<file path="config.mk">
export PLATFORM = sky130hd
export DESIGN_NAME = cosmetic_filter_line_classifier
export DESIGN_NICKNAME = d
export VERILOG_FILES = /design/src/hdl/cflc_pkg.sv /design/src/hdl/cflc_step.sv /design/src/hdl/cosmetic_filter_line_classifier.sv
export SDC_FILE = /design/constraint.sdc
export NUM_CORES = 1
export LEC_CHECK = 0
export BUFFER_PORTS_ARGS = -buffer_cell sky130_fd_sc_hd__buf_2
export CAP_MARGIN = 20
export CORE_UTILIZATION = 47
export CTS_BUF_LIST = sky130_fd_sc_hd__clkbuf_8
export DETAILED_ROUTE_END_ITERATION = 12
export PLACE_DENSITY_LB_ADDON = 0.15
export SKIP_CTS_REPAIR_TIMING = 1
export SLEW_MARGIN = 10
export SYNTH_ARGS = -nofsm -noshare
export SYNTH_HDL_FRONTEND = slang
export SYNTH_SLANG_ARGS = --single-unit
export TNS_END_PERCENT = 1
</file>
<file path="constraint.sdc">
create_clock -name clock -period 3.86 [get_ports clock]
set_input_delay 0.579 -clock clock [delete_from_list [all_inputs] [get_ports clock]]
set_output_delay 0.579 -clock clock [all_outputs]
set_load 0.05 [all_outputs]
</file>
<file path="src/hdl/cflc_pkg.sv">
// cflc_pkg: shared types, codes and sizes for the cosmetic filter line classifier
// no dependencies; used by cflc_step and cosmetic_filter_line_classifier

package cflc_pkg;

   localparam int MAX_LINE   = 4096;
   localparam int COUNT_BITS = 16;
   localparam int POS_W      = $clog2(MAX_LINE);
   localparam int OFF_W      = 12;
   localparam int TOTAL_W    = 16;
   localparam int NUM_CNT    = 5;

   localparam int CNT_RULE    = 0;
   localparam int CNT_COMMENT = 1;
   localparam int CNT_PROC    = 2;
   localparam int CNT_UNSUP   = 3;
   localparam int CNT_INVALID = 4;

   localparam logic [7:0] CH_NL      = 8'd10;
   localparam logic [7:0] CH_HASH    = 8'h23;
   localparam logic [7:0] CH_AT      = 8'h40;
   localparam logic [7:0] CH_QUEST   = 8'h3f;
   localparam logic [7:0] CH_DOLLAR  = 8'h24;
   localparam logic [7:0] CH_PERCENT = 8'h25;
   localparam logic [7:0] CH_BANG    = 8'h21;
   localparam logic [7:0] CH_BRACKET = 8'h5b;
   localparam logic [7:0] CH_TILDE   = 8'h7e;
   localparam logic [7:0] CH_COMMA   = 8'h2c;

   typedef enum logic [1:0] {
      PH_LEAD, PH_COMMENT, PH_SCAN, PH_SELECTOR
   } phase_type;

   typedef enum logic [2:0] {
      PR_NONE, PR_HASH, PR_AT, PR_QUEST, PR_DOLLAR, PR_PERCENT
   } progress_type;

   typedef enum logic [2:0] {
      MK_NONE, MK_HIDE, MK_EXCEPT, MK_PROC, MK_UNSUP
   } marker_type;

   typedef enum logic [1:0] {
      ES_EMPTY, ES_TILDE, ES_OK
   } entry_type;

   typedef enum logic [2:0] {
      CL_BLANK, CL_COMMENT, CL_PLAIN, CL_HIDE,
      CL_EXCEPT, CL_PROC, CL_UNSUP, CL_INVALID
   } class_type;

   typedef struct packed {
      phase_type    phase;
      progress_type progress;
      marker_type   kind;
      entry_type    entry;
      entry_type    entry_saved;
      logic         dom_bad;
      logic         dom_blank;
      logic         sel_seen;
      logic [POS_W-1:0] pos;
      logic [POS_W-1:0] moff;
      logic [POS_W-1:0] sfirst;
      logic [POS_W-1:0] slast;
   } state_type;

   typedef struct packed {
      logic               valid;
      class_type          cls;
      logic [POS_W-1:0]   moff;
      logic [POS_W-1:0]   sfirst;
      logic [POS_W-1:0]   slast;
      logic [NUM_CNT-1:0] bump;
      logic               last;
   } result_type;

   localparam state_type STATE_RESET = '{
      phase:       PH_LEAD,
      progress:    PR_NONE,
      kind:        MK_NONE,
      entry:       ES_EMPTY,
      entry_saved: ES_EMPTY,
      dom_bad:     1'b0,
      dom_blank:   1'b1,
      sel_seen:    1'b0,
      pos:         '0,
      moff:        '0,
      sfirst:      '0,
      slast:       '0
   };

endpackage

</file>
<file path="src/hdl/cflc_step.sv">
// cflc_step: per-byte line parser, next line state and the line-end result
// depends on cflc_pkg

module cflc_step (
   input  cflc_pkg::state_type  cur,
   input  logic [7:0]           text_byte,
   input  logic                 final_byte,
   output cflc_pkg::state_type  nxt,
   output cflc_pkg::result_type res
);

   function automatic logic is_space(input logic [7:0] b);
      return (b == 8'd32) || ((b >= 8'd9) && (b <= 8'd13));
   endfunction

   cflc_pkg::state_type n;
   logic ws;
   logic scan;
   logic sel;
   logic do_dom;
   logic line_end;

   always_comb begin
      n        = cur;
      ws       = is_space(text_byte);
      scan     = 1'b0;
      sel      = 1'b0;
      do_dom   = 1'b0;
      line_end = (text_byte == cflc_pkg::CH_NL) || final_byte;

      if (text_byte != cflc_pkg::CH_NL) begin
         case (cur.phase)
            cflc_pkg::PH_LEAD: begin
               if (!ws) begin
                  if (text_byte == cflc_pkg::CH_BANG || text_byte == cflc_pkg::CH_BRACKET) begin
                     n.phase = cflc_pkg::PH_COMMENT;
                  end else begin
                     n.phase = cflc_pkg::PH_SCAN;
                     n.pos   = '0;
                     scan    = 1'b1;
                  end
               end
            end
            cflc_pkg::PH_SCAN:     scan = 1'b1;
            cflc_pkg::PH_SELECTOR: sel  = 1'b1;
            default: ;
         endcase
      end

      if (scan) begin
         case (cur.progress)
            cflc_pkg::PR_HASH: begin
               if (text_byte == cflc_pkg::CH_HASH) begin
                  n.kind = cflc_pkg::MK_HIDE;
               end else begin
                  do_dom = 1'b1;
                  case (text_byte)
                     cflc_pkg::CH_AT:      n.progress = cflc_pkg::PR_AT;
                     cflc_pkg::CH_QUEST:   n.progress = cflc_pkg::PR_QUEST;
                     cflc_pkg::CH_DOLLAR:  n.progress = cflc_pkg::PR_DOLLAR;
                     cflc_pkg::CH_PERCENT: n.progress = cflc_pkg::PR_PERCENT;
                     default:              n.progress = cflc_pkg::PR_NONE;
                  endcase
               end
            end
            cflc_pkg::PR_AT, cflc_pkg::PR_QUEST, cflc_pkg::PR_DOLLAR,
            cflc_pkg::PR_PERCENT: begin
               if (text_byte == cflc_pkg::CH_HASH) begin
                  case (cur.progress)
                     cflc_pkg::PR_AT:    n.kind = cflc_pkg::MK_EXCEPT;
                     cflc_pkg::PR_QUEST: n.kind = cflc_pkg::MK_PROC;
                     default:            n.kind = cflc_pkg::MK_UNSUP;
                  endcase
               end else begin
                  n.progress = cflc_pkg::PR_NONE;
                  do_dom     = 1'b1;
               end
            end
            default: begin
               n.progress = cflc_pkg::PR_NONE;
               if (text_byte == cflc_pkg::CH_HASH) begin
                  n.entry_saved = cur.entry;
                  n.moff        = cur.pos;
                  n.progress    = cflc_pkg::PR_HASH;
               end
               do_dom = 1'b1;
            end
         endcase

         // marker complete: selector follows
         if (n.kind != cflc_pkg::MK_NONE) begin
            n.phase     = cflc_pkg::PH_SELECTOR;
            n.progress  = cflc_pkg::PR_NONE;
            n.entry     = cur.entry_saved;
            n.dom_blank = (cur.moff == '0);
            if ((cur.moff != '0) && (cur.entry_saved != cflc_pkg::ES_OK)) begin
               n.dom_bad = 1'b1;
            end
         end

         // domain list entry tracking
         if (do_dom && !ws) begin
            n.dom_blank = 1'b0;
            if (text_byte == cflc_pkg::CH_COMMA) begin
               if (cur.entry != cflc_pkg::ES_OK) begin
                  n.dom_bad = 1'b1;
               end
               n.entry = cflc_pkg::ES_EMPTY;
            end else if (text_byte == cflc_pkg::CH_TILDE) begin
               n.entry = (cur.entry == cflc_pkg::ES_EMPTY) ? cflc_pkg::ES_TILDE
                                                           : cflc_pkg::ES_OK;
            end else begin
               n.entry = cflc_pkg::ES_OK;
            end
         end
      end

      if (sel && !ws) begin
         if (!cur.sel_seen) begin
            n.sel_seen = 1'b1;
            n.sfirst   = cur.pos;
         end
         n.slast = cur.pos;
      end

      if ((scan || sel) && (n.pos != cflc_pkg::POS_W'(cflc_pkg::MAX_LINE - 1))) begin
         n.pos = n.pos + 1'b1;
      end
   end

   always_comb begin
      res        = '0;
      res.valid  = line_end;
      res.last   = final_byte;
      res.cls    = cflc_pkg::CL_BLANK;
      case (n.phase)
         cflc_pkg::PH_COMMENT: begin
            res.cls                        = cflc_pkg::CL_COMMENT;
            res.bump[cflc_pkg::CNT_COMMENT] = 1'b1;
         end
         cflc_pkg::PH_SCAN: res.cls = cflc_pkg::CL_PLAIN;
         cflc_pkg::PH_SELECTOR: begin
            res.moff   = n.moff;
            res.sfirst = n.sfirst;
            res.slast  = n.slast;
            if (!n.sel_seen) begin
               res.cls    = cflc_pkg::CL_INVALID;
               res.sfirst = '0;
               res.slast  = '0;
            end else if (n.kind == cflc_pkg::MK_PROC) begin
               res.cls = cflc_pkg::CL_PROC;
            end else if (n.kind == cflc_pkg::MK_UNSUP) begin
               res.cls = cflc_pkg::CL_UNSUP;
            end else if (n.dom_bad) begin
               res.cls = cflc_pkg::CL_INVALID;
            end else if (n.kind == cflc_pkg::MK_EXCEPT) begin
               res.cls = cflc_pkg::CL_EXCEPT;
            end else begin
               res.cls = cflc_pkg::CL_HIDE;
            end
            case (res.cls)
               cflc_pkg::CL_HIDE, cflc_pkg::CL_EXCEPT:
                  res.bump[cflc_pkg::CNT_RULE] = 1'b1;
               cflc_pkg::CL_PROC:  res.bump[cflc_pkg::CNT_PROC]    = 1'b1;
               cflc_pkg::CL_UNSUP: res.bump[cflc_pkg::CNT_UNSUP]   = 1'b1;
               default:            res.bump[cflc_pkg::CNT_INVALID] = 1'b1;
            endcase
         end
         default: ;
      endcase
      res.bump = line_end ? res.bump : '0;
   end

   assign nxt = line_end ? cflc_pkg::STATE_RESET : n;

endmodule

</file>
<file path="src/hdl/cosmetic_filter_line_classifier.sv">
// cosmetic_filter_line_classifier: top level, input register, line state,
// saturating class counters and result register; depends on cflc_pkg, cflc_step
//
//   channel  ports   direction  beat
//   req      req_*   in         one text byte and its final flag
//   rsp      rsp_*   out        one line result at each line end
//
// one byte per cycle while the result is not stalled: a beat is registered in
// the input register, then the step logic updates the line state and loads the
// result register. reset clears state, counters and valids.
// a stalled result holds the step; the input register still takes one beat.

module cosmetic_filter_line_classifier (
   input  logic        clock,
   input  logic        reset,
   input  logic        req_valid,
   output logic        req_stall,
   input  logic [7:0]  req_text_byte,
   input  logic        req_final_byte,
   output logic        rsp_valid,
   input  logic        rsp_stall,
   output logic [2:0]  rsp_line_class,
   output logic [11:0] rsp_marker_offset,
   output logic [11:0] rsp_selector_first,
   output logic [11:0] rsp_selector_last,
   output logic [15:0] rsp_rule_total,
   output logic [15:0] rsp_comment_total,
   output logic [15:0] rsp_procedural_total,
   output logic [15:0] rsp_unsupported_total,
   output logic [15:0] rsp_invalid_total,
   output logic        rsp_end_of_text
);

   logic       in_valid_ff, in_valid_in;
   logic [7:0] in_byte_ff;
   logic       in_final_ff;
   logic       step_go;

   cflc_pkg::state_type  state_ff, state_in, step_nxt;
   cflc_pkg::result_type step_res;

   logic [cflc_pkg::COUNT_BITS-1:0] cnt_ff [cflc_pkg::NUM_CNT];
   logic [cflc_pkg::COUNT_BITS-1:0] cnt_in [cflc_pkg::NUM_CNT];
   logic [cflc_pkg::COUNT_BITS-1:0] cnt_new [cflc_pkg::NUM_CNT];

   logic                        out_valid_ff, out_valid_in;
   cflc_pkg::class_type         out_cls_ff;
   logic [cflc_pkg::OFF_W-1:0]  out_moff_ff, out_sfirst_ff, out_slast_ff;
   logic [cflc_pkg::TOTAL_W-1:0] out_tot_ff [cflc_pkg::NUM_CNT];
   logic                        out_last_ff;

   assign step_go   = !out_valid_ff || !rsp_stall;
   assign req_stall = in_valid_ff && !step_go;

   cflc_step u_step (
      .cur        (state_ff),
      .text_byte  (in_byte_ff),
      .final_byte (in_final_ff),
      .nxt        (step_nxt),
      .res        (step_res)
   );

   always_comb begin
      in_valid_in  = req_stall ? in_valid_ff : req_valid;
      state_in     = state_ff;
      out_valid_in = out_valid_ff;
      for (int i = 0; i < cflc_pkg::NUM_CNT; i++) begin
         cnt_new[i] = cnt_ff[i];
         if (step_res.bump[i] && (cnt_ff[i] != '1)) begin
            cnt_new[i] = cnt_ff[i] + 1'b1;
         end
         cnt_in[i] = cnt_ff[i];
      end
      if (step_go) begin
         out_valid_in = in_valid_ff && step_res.valid;
         if (in_valid_ff) begin
            state_in = step_nxt;
            for (int i = 0; i < cflc_pkg::NUM_CNT; i++) begin
               cnt_in[i] = (step_res.valid && step_res.last) ? '0 : cnt_new[i];
            end
         end
      end
   end

   always_ff @(posedge clock) begin
      if (reset) begin
         in_valid_ff  <= 1'b0;
         out_valid_ff <= 1'b0;
         state_ff     <= cflc_pkg::STATE_RESET;
         for (int i = 0; i < cflc_pkg::NUM_CNT; i++) begin
            cnt_ff[i] <= '0;
         end
      end else begin
         in_valid_ff  <= in_valid_in;
         out_valid_ff <= out_valid_in;
         state_ff     <= state_in;
         for (int i = 0; i < cflc_pkg::NUM_CNT; i++) begin
            cnt_ff[i] <= cnt_in[i];
         end
      end
   end

   // payload registers
   always_ff @(posedge clock) begin
      if (req_valid && !req_stall) begin
         in_byte_ff  <= req_text_byte;
         in_final_ff <= req_final_byte;
      end
      if (step_go && in_valid_ff && step_res.valid) begin
         out_cls_ff    <= step_res.cls;
         out_moff_ff   <= cflc_pkg::OFF_W'(step_res.moff);
         out_sfirst_ff <= cflc_pkg::OFF_W'(step_res.sfirst);
         out_slast_ff  <= cflc_pkg::OFF_W'(step_res.slast);
         out_last_ff   <= step_res.last;
         for (int i = 0; i < cflc_pkg::NUM_CNT; i++) begin
            out_tot_ff[i] <= cflc_pkg::TOTAL_W'(cnt_new[i]);
         end
      end
   end

   assign rsp_valid             = out_valid_ff;
   assign rsp_line_class        = out_cls_ff;
   assign rsp_marker_offset     = out_moff_ff;
   assign rsp_selector_first    = out_sfirst_ff;
   assign rsp_selector_last     = out_slast_ff;
   assign rsp_rule_total        = out_tot_ff[cflc_pkg::CNT_RULE];
   assign rsp_comment_total     = out_tot_ff[cflc_pkg::CNT_COMMENT];
   assign rsp_procedural_total  = out_tot_ff[cflc_pkg::CNT_PROC];
   assign rsp_unsupported_total = out_tot_ff[cflc_pkg::CNT_UNSUP];
   assign rsp_invalid_total     = out_tot_ff[cflc_pkg::CNT_INVALID];
   assign rsp_end_of_text       = out_last_ff;

endmodule

</file>
==> results.json, run 1 <==
{
  "leakage_uw": 0.00568,
  "start_util_pct": 47.9,
  "drv_slew": 0,
  "top_usage_layer": "met2",
  "first_iter_violations": 876,
  "placementRows": 61,
  "arrival_ps": 4170,
  "reg2reg_slack_ps": 190,
  "whs_endpoint": "in_byte_ff[0]",
  "ys_types": 87,
  "diodes": 0,
  "dieArea_sq_um": 29100,
  "totalWireLength_mm": 33.8,
  "root_buffer": "clkbuf_8",
  "grt_pass1_wl_mm": 53.9,
  "clock_latency_ps": 570,
  "drive_gt1_share_pct": 17.7,
  "r2r_start": "in_byte_ff[0]",
  "fin_cells": 1934,
  "place_area_sq_um": 14400,
  "num_io_pins": 135,
  "reg2reg_depth": 12,
  "h-tree-depth": 2,
  "clock_tree.buffer_depth": 3,
  "vdd_drop_max_v": 0.000227,
  "max_slew_margin_pct": 38.7,
  "setup_viol": 0,
  "synth_edf_count": 129,
  "vias": 11100,
  "dr.pass1.iters": 5,
  "ant_nets": 0,
  "synth-async-reset-ratio_pct": 0,
  "syn_area_per_cell_sq_um": 9.51,
  "fill_cells": 2510,
  "core-area_sq_um": 27900,
  "die_y_um": 171,
  "hp-start": "req_text_byte[0]",
  "yosysWarnings": 0,
  "yosysSeqAreaShare_pct": 50.6,
  "cts_tree": "yes",
  "hold_slack_ps": 206,
  "period_needed_ps": 3670,
  "worstSetupPathType": "reg -> reg",
  "fin_crit_sh_pct": 95.0,
  "hpwl_mm": 22.1,
  "synthFlopType": "dfxtp_1",
  "netlist_area_sq_um": 13400,
  "die_w_um": 171,
  "fin_area_sq_um": 15400,
  "syn_nets": 1424,
  "ys_ff_latch": 273,
  "layout_commonest_cell": "nand2_1",
  "power.density_nw_per_um2": 387,
  "mostFrequentLayoutCells": "nand2_1 (164), dfxtp_1 (144), nor2_1 (136), buf_2 (133), edfxtp_1 (129)",
  "multi_input_area_sq_um": 6130,
  "grt_max_degree": 57,
  "nets": 1539,
  "grt-ovfl-total": 0,
  "start_kind": "register",
  "cap_violations": 0,
  "cts-buffers-inserted": 45,
  "finalHoldViolCount": 0,
  "outcome": "finished clean",
  "clk_pin_slew_ps": 60,
  "min_path_type": "in -> reg",
  "max_freq_mhz": 273,
  "rsz0062_at_grt": "true",
  "gp_congestion": 0.893,
  "placed_cells": 1848,
  "syn_inst": 1405,
  "area_delta_synth_final_pct": 15.0,
  "use_met1_pct": 32.5,
  "grt_use_met3_pct": 3.42,
  "r2r-end": "state_ff[47]",
  "grtUsageTotal_pct": 23.2,
  "clock_sinks": 273,
  "drc": 0,
  "final_core_util_pct": 55.2,
  "cp_max_fo": 10,
  "numPortBuffers": 134,
  "avgRoutedWirePerCell_um": 17.5,
  "antenna_found_initial": 0,
  "endpoint_kind": "register",
  "grt_use_met2_pct": 36.1,
  "seqCellArea_sq_um": 6760,
  "grt_pass1_vias": 10400,
  "finalClockSkew_ps": 25.9,
  "min_path_cells": 1,
  "worst_pin_slew_ps": 918,
  "vias_per_cell": 5.73,
  "cp.required_ps": 4360
}
## Yosys cell counts (7+ instances only)
cell type / count / area [sq um]
and3_1: 31 / 194
buf_2: 8 / 40.0
xor2_1: 31 / 272
nor3_1: 26 / 130
or4_1: 17 / 128
nor2b_1: 7 / 43.8
inv_1: 31 / 116
a22o_1: 8 / 70.1
o21ai_0: 56 / 280
a22oi_1: 46 / 345
or3_1: 21 / 131
xnor2_1: 43 / 377
nand4_1: 20 / 125
a31oi_1: 44 / 275
nor2_1: 138 / 518
and4_1: 8 / 70.1
clkbuf_1: 90 / 338
a21oi_1: 78 / 390
and2_1: 11 / 68.8
o211ai_1: 14 / 105
mux2i_1: 17 / 170
edfxtp_1: 129 / 3870
dfxtp_1: 144 / 2880
a21o_1: 7 / 52.6
nand3_1: 51 / 255
nand2_1: 164 / 616
o31ai_1: 10 / 75.1
a41oi_1: 13 / 114
nor4_1: 10 / 62.6
## cell type report
class	count	share of cell area (%)
Clock buffer	51	4.57
Clock inverter	32	1.43
Inverter	31	0.782
Multi-Input combinational cell	999	39.9
Sequential cell	273	44.0
Tap cell	378	3.08
Timing Repair Buffer	170	6.30
## flip-flops by register name, summed over array words and instances (netlist names), 3 cells and up
| name | flops |
|---|---|
| cnt_ff | 80 |
| out_tot_ff | 80 |
| state_ff | 62 |
| rsp_marker_offset | 12 |
| rsp_selector_first | 12 |
| rsp_selector_last | 12 |
| in_byte_ff | 8 |
| rsp_line_class | 3 |
## through the flow
step	setup WS [ps]	TNS, ps	power (uW)
2_1_floorplan	438	0	3310
3_3_place_gp	386	0	3400
3_5_place_dp	243	0	3400
4_1_cts	249	0	6000
5_1_grt	-84.8	-84.8	6150
6_report	193	0	5950
## critical path, stage by stage (launching register included)
cell	delay (ps)
edfxtp_1	530
o21bai_1	300
a2111oi_4	130
nor2_1	270
nand4_1	320
and2_1	270
ha_1	260
inv_1	100
nor4_1	50
a211oi_1	390
nand4_1	230
or4b_2	680
nand3_1	100
## power by group
part | total, uW | leakage, uW | internal, uW | switching, uW
clock network | 2600 | 0.000510 | 1420 | 1180
logic | 278 | 0.00267 | 62.1 | 216
registers | 3070 | 0.00250 | 3050 | 19.1
total | 5950 | 0.00568 | 4530 | 1420
## routing by layer
metal / vias to the layer above / routed length, um
li1: 5434 / -
met5: - / 0
met4: 0 / 769
met3: 66 / 1950
met1: 5243 / 15700
met2: 339 / 15300
## worst max-delay path by stage
stage,start,cells after the start,endpoint
global route,in_byte_ff[1],13,state_ff[47]
floorplan,rsp_valid,4,out_tot_ff[0][0]
global placement,in_byte_ff[1],9,out_tot_ff[0][6]
detailed placement,in_byte_ff[2],12,state_ff[47]
CTS,in_byte_ff[2],12,state_ff[47]
finish,in_byte_ff[0],12,state_ff[47]
## logic make-up (layout without fill, tap and decap cells)
kind of cell    Yosys count  after routing  share of synthesized area [%]
xor+xnor                 74             74                           4.85
fa+ha+maj                 6              6                          0.562
flops                   273            273                           50.6
mux                      23             23                           1.78
buf+inv                 133            284                           3.81
simple gates            544            544                           20.2
compound gates          352            352                           18.2
No activity file was read; power rests on OpenSTA's default activity.
==> run 2: changes to the inputs <==
--- a/config.mk
+++ b/config.mk
@@ -11,6 +11,7 @@
 export CTS_BUF_LIST = sky130_fd_sc_hd__clkbuf_8
 export DETAILED_ROUTE_END_ITERATION = 12
 export PLACE_DENSITY_LB_ADDON = 0.15
+export REMOVE_ABC_BUFFERS = 1
 export SKIP_CTS_REPAIR_TIMING = 1
 export SLEW_MARGIN = 10
 export SYNTH_ARGS = -nofsm -noshare
==> run 2 against run 1 <==
Total power shrank 1.7%. Final area grew 0.31%. Global-route usage grew 0.66 points. Flip-flop and latch count is the same. Utilization grew 0.17 points. Register-to-register slack is essentially flat. Fmax grew 0.37%. Cell count grew 0.72%. Hold slack lost 2.0 ps. Sequential power is essentially flat. Largest cell class unchanged.
==> results.json, run 2 (synthesis gave the netlist of run 1 again) <==
{
  "drv_slew": 0,
  "area_delta_synth_final_pct": 15.4,
  "cts_tree": "yes",
  "vdd_drop_max_v": 0.000238,
  "multi_input_area_sq_um": 6120,
  "root_buffer": "clkbuf_8",
  "power.density_nw_per_um2": 379,
  "placementRows": 61,
  "crit_chain": "nand2b_1 -> or3_4 -> o22ai_1 -> o31ai_1 -> a2111oi_2 -> buf_4 -> nand2_1 -> or4_1 -> a21oi_1",
  "core-area_sq_um": 27900,
  "clock_latency_ps": 550,
  "fill_cells": 2527,
  "clock_sinks": 273,
  "finalClockSkew_ps": 21.6,
  "setup_viol": 0,
  "avgRoutedWirePerCell_um": 17.9,
  "totalWireLength_mm": 34.9,
  "endpoint_kind": "register",
  "diodes": 0,
  "cp.required_ps": 4340,
  "clock_tree.buffer_depth": 3,
  "max_freq_mhz": 274,
  "start_util_pct": 47.9,
  "grt_max_degree": 75,
  "reg.largest.list": "cnt_ff (80), out_tot_ff (80), state_ff (62)",
  "die_w_um": 171,
  "grt_use_met3_pct": 3.84,
  "h-tree-depth": 2,
  "ant_nets": 0,
  "vias": 11300,
  "seqCellArea_sq_um": 6760,
  "cp_max_fo": 12,
  "cp_slowest_cell": "a2111oi_2",
  "start_kind": "register",
  "mostFrequentLayoutCells": "nand2_1 (164), dfxtp_1 (144), nor2_1 (135), buf_2 (133), edfxtp_1 (129)",
  "fin_crit_sh_pct": 94.6,
  "antenna_found_initial": 0,
  "max_slew_margin_pct": 36.7,
  "die_y_um": 171,
  "grt_pass1_wl_mm": 55.3,
  "dr.pass1.iters": 5,
  "outcome": "finished clean",
  "cap_violations": 0,
  "nets": 1551,
  "grt_use_met2_pct": 38.6,
  "cts-buffers-inserted": 48,
  "period_needed_ps": 3650,
  "num_io_pins": 135,
  "reg2reg_depth": 9,
  "rsz0062_at_grt": "true",
  "leakage_uw": 0.00575,
  "critPathMaxStageDelay_ps": 660,
  "arrival_ps": 4130,
  "finalHoldViolCount": 0,
  "vias_per_cell": 5.81,
  "use_met1_pct": 32.3,
  "gp_congestion": 0.889,
  "grt_pass1_vias": 10500,
  "first_iter_violations": 877,
  "drive_gt1_share_pct": 17.8,
  "grtUsageTotal_pct": 23.8,
  "worst_pin_slew_ps": 947,
  "hold_slack_ps": 204,
  "clk_pin_slew_ps": 60,
  "numPortBuffers": 134,
  "layout_commonest_cell": "nand2_1",
  "p_total_uw": 5850,
  "drc": 0,
  "grt-ovfl-total": 0,
  "hpwl_mm": 22.5,
  "worstSetupPathType": "reg -> reg",
  "min_path_type": "in -> reg",
  "min_path_cells": 1,
  "dieArea_sq_um": 29100,
  "top_usage_layer": "met2"
}
run 2: worst max-delay path: cells and delay by family (launching register included):
family | cells | cell delay (ps)
AOI/OAI and AO/OA | 4 | 1440
buffers and inverters | 1 | 290
DFF | 1 | 490
and+or+nand+nor | 4 | 1360
run 2: stage by stage:
| stage | cells | setup WS [ps] | TNS, ps | utilization, % | instance area (sq um) |
|---|---|---|---|---|---|
| finish | 1948 | 207 | 0 | 55.3 | 15400 |
| global placement | 1857 | 286 | 0 | 52.0 | 14500 |
| global route | 1948 | -9.66 | -9.66 | 55.3 | 15400 |
| detailed placement | 1857 | 158 | 0 | 52.0 | 14500 |
| floorplan | 1303 | -512 | -61500 | - | 13000 |
| CTS | 1945 | 158 | 0 | 55.2 | 15400 |
run 2: layout make-up:
cell class | count | share of cell area, %
Multi-Input combinational cell | 999 | 39.7
Clock buffer | 53 | 4.73
Inverter | 31 | 0.771
Timing Repair Buffer | 179 | 6.80
Tap cell | 378 | 3.07
Sequential cell | 273 | 43.8
Clock inverter | 35 | 1.07
run 2: worst paths after layout:
| check | from | end | slack, ps |
|---|---|---|---|
| worst max-delay path | in_byte_ff[5] | cnt_ff[0][61] | 210 |
| worst min-delay path | req_text_byte[7] | in_byte_ff[7] | 200 |
| worst min register to register | cnt_ff[0][12] | cnt_ff[0][12] | 450 |
| worst max register to register | in_byte_ff[5] | cnt_ff[0][61] | 210 |
run 2: report_power, final:
group / internal [uW] / switching (uW)
Clock: 1320 / 1170
Sequential: 3050 / 20.4
Combinational: 63.0 / 219
run 2: layer usage:
metal  share of wire, %  vias up
li1                   -     5479
met1                 45     5401
met2                 47      383
met3                5.9       58
met4                2.1        0
met5                  0        -
==> run 3: changes to the inputs <==
==> constraint.sdc (replaced) <==
create_clock -name clock -period 4.7 [get_ports clock]
set_input_delay 0.705 -clock clock [delete_from_list [all_inputs] [get_ports clock]]
set_output_delay 0.705 -clock clock [all_outputs]
set_load 0.05 [all_outputs]
==> run 3 against run 2 <==
Sequential share of layout area up 0.62 points. Fmax decreased by 11%. Utilization shrank 0.77 points. Cell count down 1.2%. Final area is 1.4% lower. Flip-flop and latch count unchanged. Clock skew is 3.1 ps higher. Critical path type unchanged. Critical endpoint is now cnt_ff[0][4]. Largest cell class unchanged.
==> results.json, run 3 (synthesis gave the netlist of run 1 again) <==
{
  "worstSetupPathType": "reg -> reg",
  "p_comb_share_pct": 4.6,
  "cp_max_fo": 16,
  "num_io_pins": 135,
  "dieArea_sq_um": 29100,
  "p_clk_share_pct": 42.8,
  "numPortBuffers": 134,
  "root_buffer": "clkbuf_8",
  "start_util_pct": 47.9,
  "worst_pin_slew_ps": 1010,
  "avgRoutedWirePerCell_um": 17.6,
  "endpoint_kind": "register",
  "vias": 11200,
  "cp_slowest_cell": "a2111oi_2",
  "max_slew_margin_pct": 32.6,
  "h-tree-depth": 2,
  "nets": 1526,
  "reg.largest.list": "cnt_ff (80), out_tot_ff (80), state_ff (62)",
  "drv_slew": 0,
  "p_total_uw": 4800,
  "grt_pass1_wl_mm": 53.5,
  "cap_violations": 0,
  "r2r_start": "in_byte_ff[1]",
  "first_iter_violations": 993,
  "dr.pass1.iters": 6,
  "power.density_nw_per_um2": 316,
  "arrival_ps": 4570,
  "die_w_um": 171,
  "p_sw_uw": 1170,
  "fin_crit_sh_pct": 87.2,
  "critPathTopFamily": "compound AO/OA/AOI/OAI gates",
  "clock_sinks": 273,
  "totalWireLength_mm": 33.8,
  "seqPwrFrac_pct": 52.5,
  "start_kind": "register",
  "layout_commonest_cell": "nand2_1",
  "grtUsageTotal_pct": 23.1,
  "mostFrequentLayoutCells": "nand2_1 (164), dfxtp_1 (144), nor2_1 (136), buf_2 (133), edfxtp_1 (129)",
  "rsz0062_at_grt": "false",
  "diodes": 0,
  "p_sw_share_pct": 24.4,
  "hp-start": "req_text_byte[7]",
  "setup_viol": 0,
  "crit_chain": "o21bai_1 -> a2111oi_2 -> or3_1 -> nand2_1 -> a21oi_1 -> o211ai_1 -> or4_1 -> a31oi_1",
  "place_area_sq_um": 14300,
  "min_path_type": "in -> reg",
  "finalClockSkew_ps": 24.7,
  "outcome": "finished clean",
  "core-area_sq_um": 27900,
  "fin_ws_ps": 602,
  "period_needed_ps": 4100,
  "drc": 0,
  "fin_area_sq_um": 15200,
  "gp_congestion": 0.886,
  "grt_max_degree": 76,
  "finalHoldViolCount": 0,
  "clock_tree.buffer_depth": 3,
  "path_buf_inv": 0,
  "cp.required_ps": 5180,
  "critPathLaunch": "in_byte_ff[1]",
  "drive_gt1_share_pct": 16.9,
  "grt-ovfl-total": 0,
  "cts_tree": "yes",
  "vdd_drop_max_v": 0.000175,
  "clk_pin_slew_ps": 60,
  "hpwl_mm": 21.6,
  "internal-power_uw": 3630,
  "fill_cells": 2548,
  "vias_per_cell": 5.81,
  "max_freq_mhz": 244,
  "placementRows": 61,
  "finalSetupTns_ps": 0,
  "cts-buffers-inserted": 47,
  "antenna_found_initial": 0,
  "area_delta_synth_final_pct": 13.8,
  "ant_nets": 0,
  "leakage_uw": 0.00561,
  "grt_pass1_vias": 10300,
  "die_y_um": 171,
  "clock_latency_ps": 560,
  "dp_slack_ps": 678,
  "critPathMaxStageDelay_ps": 650
}
[run 3: changes by cell type in the layout (fill, tap and decap cells not counted), moves of 2 or more]
cell,previous run,this run
buf_4,43,21
inv_1,50,43
buf_12,3,1
clkinv_2,3,9
[run 3: power groups by stage]
stage / clock, uW / combinational, uW / sequential (uW)
floorplan: 0 / 82.2 / 2620
global placement: 0 / 221 / 2570
detailed placement: 0 / 222 / 2570
CTS: 2110 / 223 / 2520
global route: 2210 / 237 / 2520
finish: 2050 / 222 / 2520
[run 3: final timing paths]
check	to	slack, ps	depth (start not counted)
worst max-delay path	cnt_ff[0][4]	600	8
worst min-delay path	in_byte_ff[7]	320	1
worst max register to register	cnt_ff[0][4]	600	8
worst min register to register	cnt_ff[0][12]	450	1
[run 3: worst register-to-register path, stage by stage, from the launching register on]
cell and delay (ps):
edfxtp_1 530, o21bai_1 230, a2111oi_2 650, or3_1 570, nand2_1 240, a21oi_1 550, o211ai_1 470, or4_1 610
a31oi_1 170
[run 3: area by class of cell]
| cell class | instances | area [sq um] | share of cell area (%) |
|---|---|---|---|
| sequential | 273 | 6760 | 44.4 |
| inverter | 31 | 119 | 0.782 |
| clock buffer | 52 | 716 | 4.71 |
| tap | 378 | 473 | 3.11 |
| clock inverter | 36 | 185 | 1.22 |
| multi-input combinational | 999 | 6110 | 40.2 |
| timing repair buffer | 155 | 843 | 5.55 |
[run 3: stage by stage]
step | utilization, % | hold slack (ps) | cells
after floorplan | - | 412 | 1303
after global placement | 51.3 | 426 | 1836
after detailed placement | 51.3 | 431 | 1836
after CTS | 54.6 | 278 | 1924
after global routing | 54.6 | 294 | 1924
final | 54.6 | 315 | 1924
[run 3: per-layer routing]
layer | vias up | track usage [%] | share of wire [%]
met2 | 361 | 37.8 | 46
met3 | 59 | 3.70 | 5.8
met4 | 0 | 6.31 | 1.9
met1 | 5343 | 31.5 | 46
li1 | 5420 | - | -
met5 | - | 0 | 0
